[config.mk]
export PLATFORM = sky130hd
export DESIGN_NAME = vkr_ctrl
export DESIGN_NICKNAME = d
export VERILOG_FILES = /design/src/design/vkr_pkg.sv /design/src/design/vkr_ctrl.sv
export SDC_FILE = /design/constraint.sdc
export NUM_CORES = 1
export LEC_CHECK = 0
export BUFFER_PORTS_ARGS = -buffer_cell sky130_fd_sc_hd__buf_2
export CAP_MARGIN = 10
export CELL_PAD_IN_SITES_DETAIL_PLACEMENT = 0
export CELL_PAD_IN_SITES_GLOBAL_PLACEMENT = 2
export CORE_MARGIN = 2
export CORE_UTILIZATION = 27
export CTS_CLUSTER_SIZE = 20
export DETAILED_ROUTE_END_ITERATION = 6
export PLACE_DENSITY_LB_ADDON = 0.1
export SYNTH_ARGS = -nofsm -noshare
export SYNTH_HDL_FRONTEND = slang
export SYNTH_SLANG_ARGS = --single-unit
[constraint.sdc]
create_clock -name i_clk -period 1.5 [get_ports i_clk]
set_input_delay 0.3 -clock i_clk [delete_from_list [all_inputs] [get_ports i_clk]]
set_output_delay 0.3 -clock i_clk [all_outputs]
set_load 0.03 [all_outputs]
[src/design/vkr_pkg.sv]
// Shared constants, types and codes of the keyframe reducer.
package vkr_pkg;

    localparam int COORD_WIDTH = 24;
    localparam int TIME_WIDTH  = 16;
    localparam int THR_WIDTH   = 16;
    localparam int CFG_DATA_W  = 16;
    localparam int CFG_IDX_W   = 1;
    localparam int DIFF_WIDTH  = COORD_WIDTH + 1;
    localparam int SUM_WIDTH   = 2 * COORD_WIDTH + 2;
    localparam int DOT_WIDTH   = SUM_WIDTH + 1;
    localparam int DIGIT       = 16;
    localparam int MUL_WIDTH   = ((SUM_WIDTH + THR_WIDTH + DIGIT - 1) / DIGIT) * DIGIT;
    localparam int MUL_STEPS   = MUL_WIDTH / DIGIT;
    localparam int PROD_WIDTH  = 2 * MUL_WIDTH;
    localparam int FRAC_SHIFT  = 2 * THR_WIDTH;
    localparam int CMP_WIDTH   = 2 * SUM_WIDTH + FRAC_SHIFT;
    localparam int STEP_CNT_W  = $clog2(MUL_STEPS + 1);

    typedef logic [CFG_IDX_W-1:0] t_cfg_idx;
    localparam t_cfg_idx REG_FILTER_EN = CFG_IDX_W'(0);
    localparam t_cfg_idx REG_THRESHOLD = CFG_IDX_W'(1);

    localparam logic [THR_WIDTH-1:0] THR_RESET = THR_WIDTH'(32768);

    typedef enum logic [3:0] {
        ST_IDLE, ST_DISPATCH, ST_FLUSH, ST_PASS, ST_MUL_START,
        ST_MUL_WAIT, ST_DECIDE, ST_KEEP, ST_TAIL
    } t_state;

    // products in the order they are formed
    typedef enum logic [3:0] {
        OP_T0, OP_L0, OP_A0, OP_T1, OP_L1, OP_A1, OP_T2, OP_L2, OP_A2,
        OP_XA, OP_YT, OP_ZL, OP_RZ
    } t_op;

    typedef enum logic {
        SRC_CUR, SRC_PEND
    } t_src;

    typedef struct packed {
        logic signed [COORD_WIDTH-1:0] key_x;
        logic signed [COORD_WIDTH-1:0] key_y;
        logic signed [COORD_WIDTH-1:0] key_z;
        logic [TIME_WIDTH-1:0]         key_time;
        logic                          last_key;
    } t_in;

    typedef struct packed {
        logic signed [COORD_WIDTH-1:0] out_x;
        logic signed [COORD_WIDTH-1:0] out_y;
        logic signed [COORD_WIDTH-1:0] out_z;
        logic [TIME_WIDTH-1:0]         out_time;
        logic                          out_last;
    } t_out;

    typedef struct packed {
        logic load_cur;
        logic acc_clear;
        logic mul_start;
        logic capture;
        t_op  op;
        logic out_load;
        t_src out_sel;
        logic anc_from_cur;
        logic anc_from_pend;
        logic pend_from_cur;
    } t_cmd;

    typedef struct packed {
        logic filter_en;
        logic cur_last;
        logic mul_busy;
        logic mul_done;
        logic out_free;
        logic drop;
    } t_sts;

endpackage

[src/design/vkr_ctrl.sv]
// Controller: sequences the products, the keep-or-drop decision and the transfers out.
module vkr_ctrl (
    input  logic          i_clk,
    input  logic          i_rst_n,
    input  logic          i_in_valid,
    output logic          o_in_ready,
    output vkr_pkg::t_cmd o_cmd,
    input  vkr_pkg::t_sts i_sts
);

    vkr_pkg::t_state r_state, n_state;
    vkr_pkg::t_op    r_op, n_op;
    logic            r_have_anc, n_have_anc;
    logic            r_have_pend, n_have_pend;

    always_ff @(posedge i_clk) begin
        if (!i_rst_n) begin
            r_state     <= vkr_pkg::ST_IDLE;
            r_op        <= vkr_pkg::OP_T0;
            r_have_anc  <= 1'b0;
            r_have_pend <= 1'b0;
        end else begin
            r_state     <= n_state;
            r_op        <= n_op;
            r_have_anc  <= n_have_anc;
            r_have_pend <= n_have_pend;
        end
    end

    always_comb begin
        n_state     = r_state;
        n_op        = r_op;
        n_have_anc  = r_have_anc;
        n_have_pend = r_have_pend;
        o_in_ready  = 1'b0;
        o_cmd       = '0;
        o_cmd.op    = r_op;
        unique case (r_state)
            vkr_pkg::ST_IDLE: begin
                o_in_ready = 1'b1;
                if (i_in_valid) begin
                    o_cmd.load_cur = 1'b1;
                    n_state        = vkr_pkg::ST_DISPATCH;
                end
            end
            vkr_pkg::ST_DISPATCH: begin
                if (!i_sts.filter_en || !r_have_anc) begin
                    n_state = (r_have_anc && r_have_pend) ? vkr_pkg::ST_FLUSH
                                                          : vkr_pkg::ST_PASS;
                end else if (r_have_pend) begin
                    o_cmd.acc_clear = 1'b1;
                    n_op            = vkr_pkg::OP_T0;
                    n_state         = vkr_pkg::ST_MUL_START;
                end else begin
                    n_state = vkr_pkg::ST_TAIL;
                end
            end
            vkr_pkg::ST_FLUSH: begin
                if (i_sts.out_free) begin
                    o_cmd.out_load = 1'b1;
                    o_cmd.out_sel  = vkr_pkg::SRC_PEND;
                    n_state        = vkr_pkg::ST_PASS;
                end
            end
            vkr_pkg::ST_PASS: begin
                if (i_sts.out_free) begin
                    o_cmd.out_load     = 1'b1;
                    o_cmd.out_sel      = vkr_pkg::SRC_CUR;
                    o_cmd.anc_from_cur = 1'b1;
                    n_have_anc         = !i_sts.cur_last;
                    n_have_pend        = 1'b0;
                    n_state            = vkr_pkg::ST_IDLE;
                end
            end
            vkr_pkg::ST_MUL_START: begin
                o_cmd.mul_start = 1'b1;
                n_state         = vkr_pkg::ST_MUL_WAIT;
            end
            vkr_pkg::ST_MUL_WAIT: begin
                if (i_sts.mul_done) begin
                    o_cmd.capture = 1'b1;
                    if (r_op == vkr_pkg::OP_RZ) begin
                        n_state = vkr_pkg::ST_DECIDE;
                    end else begin
                        n_op    = vkr_pkg::t_op'(r_op + 4'd1);
                        n_state = vkr_pkg::ST_MUL_START;
                    end
                end
            end
            vkr_pkg::ST_DECIDE: begin
                n_have_pend = 1'b0;
                n_state     = i_sts.drop ? vkr_pkg::ST_TAIL : vkr_pkg::ST_KEEP;
            end
            vkr_pkg::ST_KEEP: begin
                if (i_sts.out_free) begin
                    o_cmd.out_load      = 1'b1;
                    o_cmd.out_sel       = vkr_pkg::SRC_PEND;
                    o_cmd.anc_from_pend = 1'b1;
                    n_state             = vkr_pkg::ST_TAIL;
                end
            end
            vkr_pkg::ST_TAIL: begin
                if (i_sts.cur_last) begin
                    if (i_sts.out_free) begin
                        o_cmd.out_load = 1'b1;
                        o_cmd.out_sel  = vkr_pkg::SRC_CUR;
                        n_have_anc     = 1'b0;
                        n_have_pend    = 1'b0;
                        n_state        = vkr_pkg::ST_IDLE;
                    end
                end else begin
                    o_cmd.pend_from_cur = 1'b1;
                    n_have_pend         = 1'b1;
                    n_state             = vkr_pkg::ST_IDLE;
                end
            end
            default: begin
                n_state = vkr_pkg::ST_IDLE;
            end
        endcase
    end

    a_start_idle_mul: assert property (@(posedge i_clk) disable iff (!i_rst_n)
        o_cmd.mul_start |-> !i_sts.mul_busy)
        else $error("multiplier started while busy");

    a_load_free: assert property (@(posedge i_clk) disable iff (!i_rst_n)
        o_cmd.out_load |-> i_sts.out_free)
        else $error("output register overwritten before transfer");

    a_pend_needs_anc: assert property (@(posedge i_clk) disable iff (!i_rst_n)
        r_have_pend |-> r_have_anc)
        else $error("pending key held without an anchor");

    a_accept_dispatch: assert property (@(posedge i_clk) disable iff (!i_rst_n)
        (i_in_valid && o_in_ready) |=> (r_state == vkr_pkg::ST_DISPATCH))
        else $error("accepted key not dispatched");

endmodule
==> results.toml, run 1 <==
[synth]
syn-cell-area_um2 = 803
synth_warnings = 0
synth_nets = 112
ys_types = 47
ys_ff_latch = 10
yosysTopAreaCell = "dfxtp_1"
synth_area_leaders = "dfxtp_1 25%, and3_1 4.7%, a21oi_1 3.7%"
synth_cells = 101
synth_top_area_share_pct = 24.9
syn-mean-instance-area_um2 = 7.95
ys_seq_area_share_pct = 24.9

[timing]
clock_skew_ns = 0.00135
slew_viol_final = 0
worstMarginPinSlew_ns = 0.448
relSlewSlack_pct = 69.4
post-route-min-period_ns = 1.74
setup_violations = 13
finalHoldViolations = 0
finalCritPeriodShare_pct = 116
fin_ws_ns = -0.238
tns_ns = -1.68
fmax_mhz = 575
rsz0062_at_grt = "true"

[critical_path]
startpoint_type = "flop"
crit_required_ns = 1.20
crit_arrival_ns = 1.44
r2r-start = "r_state[0]"
rrSetupSlack_ns = -0.13
endpoint_kind = "primary output"
r2r.worst_path.cells = 7
critical_path_class = "flop to primary output"
r2r-end = "r_state[0]"
cp_max_fo = 7

[run_status]
violations = "setup timing"
status = "finished with violations"

[routing]
wire_per_inst_um = 13.9
routed_wl_um = 2460
ant_nets = 0
viasPerCell = 5.17
drtIter0Drc = 8
dr.pass1.iters = 4
drc = 0
num_vias = 910

[die]
initial_core_util_pct = 28.9
fp.dieH_um = 58.5
coreArea_um2 = 2780
ios = 23
fp.dieW_um = 58.5
die_area_um2 = 3430
num_rows = 19

[min_path]
holdPathStages = 2
holdCritStartpoint = "i_rst_n"
hp-class = "primary input to flop"
min_to = "r_op[1]"

[clock_network]
cts.sinks = 10
clkTransAtPathRegs_ns = 0.06
cts_htree_levels = 1
clockRootBuffer = "clkbuf_4"
cts_tree = "done"
postCtsHoldBufs = 0
cts-buffers-inserted = 3
cts_buffer_depth = 2
clk_latency_ns = 0.26

[pwr]
clkPwrFrac_pct = 19.6
p_comb_share_pct = 46.8
p_int_uw = 579
switching_share_pct = 35.0
net-switching-power_uw = 312
powerDensity_nw_per_um2 = 664
pwr-share-seq_pct = 33.6
p_leak_uw = 0.000566
p_total_uw = 892
ir_worst_vdd_mv = 0.484

[placement]
place_ws_ns = -0.0599
place.gp.congestion = 0.817
dp_hpwl_um = 1830
portBuffers = 21

[global_route]
antenna_found_initial = 0
grt_pass1_vias = 847
grt_pass1_wl_um = 3930
grt_start_max_net_pins = 11
track_usage_pct = 15.1
gr-total-overflow = 0

[final_layout]
syn2layout_area_growth_pct = 67.1
layout-drive-gt1-share_pct = 57.9
nNetsFinal = 158
antenna_cells = 0

[run]
cap_viol_max_count = 0
[state kept, by name, summed over array words and instances, names as in the netlist]
register and cells:
r_have_anc 1, r_have_pend 1, r_op 4, r_state 4
[cells by family after synthesis]
kind of cell | synth area share [%]
compound gates | 24.1
xor+xnor | 2.18
fa+ha+maj | 3.11
buf+inv | 7.79
flops | 24.9
mux | 1.25
simple gates | 36.6
[repair_timing]
item                                    in CTS  in global routing
gates resized for setup                     35                 19
buffers inserted                             8                  3
endpoints found under the setup margin      15                 17
pin swaps                                   10                  9
endpoints found under the hold margin        0                  0
[final cells by class]
type                       instances  area (um2)
fill                             290        1440
multi-input combinational         80         673
timing repair buffer              47         372
sequential                        10         215
tap                               31        38.8
clock buffer                       3        22.5
inverter                           5        21.3
[through the flow]
stage | instance area (um2) | utilization, % | instances | hold slack, ns
floorplan | 837 | - | 101 | 0.417
global placement | 1060 | 38.0 | 163 | 0.495
detailed placement | 1060 | 38.0 | 163 | 0.515
CTS | 1250 | 45.1 | 174 | 0.349
global route | 1340 | 48.3 | 176 | 0.343
finish | 1340 | 48.3 | 176 | 0.357
[per-layer routing]
| metal | part of all wire, % | vias to the layer above | GRT usage [%] |
|---|---|---|---|
| met5 | 0 | - | 0 |
| met4 | 1.5 | 0 | 4.65 |
| met3 | 3.6 | 6 | 5.27 |
| met2 | 46 | 20 | 22.8 |
| met1 | 49 | 424 | 20.3 |
| li1 | - | 460 | - |
[cells in the mapped netlist (all sizes together)]
library cell / n
o21ai: 6
o211ai: 2
ha: 2
nor4b: 1
nor3: 2
nand2b: 3
and3b: 1
a21boi: 2
a22o: 1
nor4bb: 2
o211a: 1
and3: 6
and2: 2
buf: 5
o221ai: 1
xnor2: 1
nand2: 5
nand3: 4
o2bb2ai: 1
xor2: 1
a22oi: 1
nand4: 1
or3: 2
o22ai: 1
nand3b: 4
nor2: 8
and2b: 1
clkbuf: 1
or4b: 1
nand4b: 1
a2111oi: 1
o22a: 1
inv: 5
o21a: 2
or2: 1
dfxtp: 10
a31oi: 1
mux2i: 1
nor2b: 2
a21oi: 6
nor4: 1
[how the worst max path moves through the flow]
| stage | start | endpoint | slack, ns |
|---|---|---|---|
| global placement | r_state[2] | r_op[3] | -0.06 |
| floorplan | r_state[2] | o_cmd[12] | -0.15 |
| finish | r_state[0] | o_cmd[0] | -0.24 |
| global route | r_state[0] | o_cmd[0] | -0.29 |
| detailed placement | r_state[2] | r_op[3] | -0.06 |
| CTS | r_state[0] | o_cmd[0] | -0.24 |
[power by group through the flow]
stage          clock [uW]  combinational [uW]  sequential, uW
4_1_cts               183                 378             299
6_report              175                 417             300
3_3_place_gp            0                 278             300
3_5_place_dp            0                 278             300
5_1_grt               205                 445             301
2_1_floorplan           0                 199             294
[critical path, stage by stage (launching register included)]
cell     delay (ns)
dfxtp_4        0.37
or4b_4         0.57
nor2_4         0.11
buf_6          0.13
[placed cells by master, fill, tap and decap left out, types with 2 or more instances in the layout]
| master | n |
|---|---|
| inv_1 | 4 |
| clkbuf_4 | 3 |
| and3_1 | 5 |
| buf_8 | 2 |
| a21oi_1 | 5 |
| nor3_2 | 2 |
| o21ai_0 | 5 |
| nand2b_1 | 3 |
| nand3b_1 | 4 |
| dfxtp_4 | 3 |
| o21a_1 | 2 |
| ha_1 | 2 |
| dfxtp_1 | 4 |
| dfxtp_2 | 3 |
| nand2_1 | 3 |
| nor2_1 | 4 |
| buf_6 | 9 |
| nor2_4 | 3 |
| buf_4 | 24 |
| buf_2 | 12 |
| nand3_1 | 2 |
Note: power is estimated with default switching activity, not from simulation.
==> run 2: changes to the inputs <==
--- a/config.mk
+++ b/config.mk
@@ -14,5 +14,7 @@
 export CTS_CLUSTER_SIZE = 20
 export DETAILED_ROUTE_END_ITERATION = 6
+export MAX_ROUTING_LAYER = met4
 export PLACE_DENSITY_LB_ADDON = 0.1
+export SLEW_MARGIN = 10
 export SYNTH_ARGS = -nofsm -noshare
 export SYNTH_HDL_FRONTEND = slang
==> constraint.sdc (replaced) <==
create_clock -name i_clk -period 1.5 [get_ports i_clk]
set_input_delay 0.3 -clock i_clk [delete_from_list [all_inputs] [get_ports i_clk]]
set_output_delay 0.3 -clock i_clk [all_outputs]
set_load 0.005 [all_outputs]
==> results.toml, run 2 (synthesis gave the netlist of run 1 again) <==
[global_route]
grt_pass1_vias = 959
grt_start_max_net_pins = 11
track_usage_pct = 17.1
antenna_found_initial = 0
grt_pass1_wl_um = 4340
gr-total-overflow = 0

[placement]
dp_hpwl_um = 1740
place.gp.congestion = 0.765
portBuffers = 21
placed_cell_area_um2 = 1050
place_ws_ns = -0.0260

[pwr]
p_int_uw = 660
p_comb_share_pct = 42.7
clkPwrFrac_pct = 25.8
switching_share_pct = 31.8
pwr-share-seq_pct = 31.5
net-switching-power_uw = 308
p_leak_uw = 0.000619
powerDensity_nw_per_um2 = 677
ir_worst_vdd_mv = 0.353

[critical_path]
r2r-start = "r_state[0]"
crit_required_ns = 1.20
startpoint_type = "flop"
r2r-end = "r_state[0]"
cp_max_fo = 7
endpoint_kind = "primary output"
r2r.worst_path.cells = 7
critical_path_class = "flop to primary output"
crit_arrival_ns = 1.42
rrSetupSlack_ns = -0.11

[die]
num_rows = 19
initial_core_util_pct = 28.9
fp.dieW_um = 58.5
fp.dieH_um = 58.5
ios = 23
coreArea_um2 = 2780
die_area_um2 = 3430

[clock_network]
clockRootBuffer = "clkbuf_4"
cts_buffer_depth = 2
cts_tree = "done"
clkTransAtPathRegs_ns = 0.07
clk_latency_ns = 0.27
cts_htree_levels = 1
cts-buffers-inserted = 3
postCtsHoldBufs = 0
cts.sinks = 10

[min_path]
holdCritStartpoint = "i_rst_n"
hp-class = "primary input to flop"
min_to = "r_state[3]"
holdPathStages = 3

[final_layout]
syn2layout_area_growth_pct = 78.0
finalInstanceArea_um2 = 1430
antenna_cells = 0
final-seq-area_um2 = 215
final_cell_mix = "25 x buf_4, 21 x buf_2, 8 x buf_6"
nFillCells = 272
nNetsFinal = 168
multi_input_area_um2 = 678
final_common_cell = "buf_4"
layout-drive-gt1-share_pct = 55.1
reg_top3 = "r_op: 4 flops, r_state: 4 flops"

[timing]
rsz0062_at_grt = "true"
worstMarginPinSlew_ns = 0.350
relSlewSlack_pct = 76.0
clock_skew_ns = 0.00249
finalCritPeriodShare_pct = 115
finalHoldViolations = 0
fin_ws_ns = -0.221
post-route-min-period_ns = 1.72
fmax_mhz = 581
slew_viol_final = 0
setup_violations = 14

[routing]
drc = 0
wire_per_inst_um = 15.0
dr.pass1.iters = 4
drtIter0Drc = 16
ant_nets = 0
num_vias = 982
routed_wl_um = 2800
viasPerCell = 5.25

[run]
cap_viol_max_count = 0

[run_status]
status = "finished with violations"
violations = "setup timing"
[run 2: cell types whose count changed in the layout (fill, tap and decap cells not counted), moves of 2 or more]
| cell | previous run | this run |
|---|---|---|
| buf_2 | 12 | 21 |
| o21ai_0 | 5 | 3 |
| o21ai_1 | 0 | 2 |
| nor2_4 | 3 | 1 |
| nor3_2 | 2 | 0 |
| dfxtp_2 | 3 | 0 |
| and3_4 | 0 | 2 |
| nor4bb_4 | 0 | 2 |
| nor2_1 | 4 | 6 |
| nor3_1 | 0 | 2 |
| dfxtp_1 | 4 | 6 |
[run 2: layout make-up]
class / instances / area share [%]
Clock buffer: 4 / 2.54
Inverter: 5 / 1.31
Multi-Input combinational cell: 80 / 47.4
Sequential cell: 10 / 15.0
Tap cell: 31 / 2.71
Timing Repair Buffer: 57 / 31.0
[run 2: power by group through the flow]
stage          Combinational (uW)  Clock [uW]  Sequential, uW
6_report                      414         250             305
5_1_grt                       440         275             305
2_1_floorplan                 150           0             294
4_1_cts                       345         253             303
3_5_place_dp                  242           0             308
3_3_place_gp                  243           0             308
[run 2: worst max-delay path: stages (launching register included)]
cell,delay [ns]
dfxtp_4,0.38
or4b_4,0.56
nor2_4,0.10
buf_2,0.11
[run 2: layer usage]
metal,routed length [um],global-route usage [%],vias to the layer above
met4,87,7.97,0
li1,-,-,481
met3,63,1.98,9
met1,1180,19.7,465
met2,1460,29.4,27
met5,0,-,-
[run 2: how the worst max path moves through the flow]
stage / from / to / slack, ns / cells after the start
after floorplan: r_state[2] / o_cmd[4] / 0.06 / 4
after global placement: r_state[1] / o_cmd[0] / -0.02 / 3
after detailed placement: r_state[1] / r_have_pend / -0.03 / 5
after CTS: r_state[2] / o_cmd[0] / -0.22 / 3
after global routing: r_state[0] / o_cmd[0] / -0.28 / 3
final: r_state[0] / o_cmd[0] / -0.22 / 3
[run 2: metrics by stage]
step           instances  total power, uW  util (%)  hold WS, ns  TNS, ns
2_1_floorplan        101              444         -        0.417        0
3_3_place_gp         166              551      37.6        0.490  -0.0346
3_5_place_dp         166              550      37.6        0.502  -0.0705
4_1_cts              182              901      46.1        0.344    -1.09
5_1_grt              187             1020      51.4        0.339    -2.69
6_report             187              968      51.4        0.355    -1.44
[run 2: what timing repair did]
| action | CTS | global route |
|---|---|---|
| pin swaps | 8 | 13 |
| gates cloned | 0 | 1 |
| endpoints found under the setup margin | 15 | 19 |
| setup buffers | 13 | 5 |
| resized for setup | 24 | 19 |
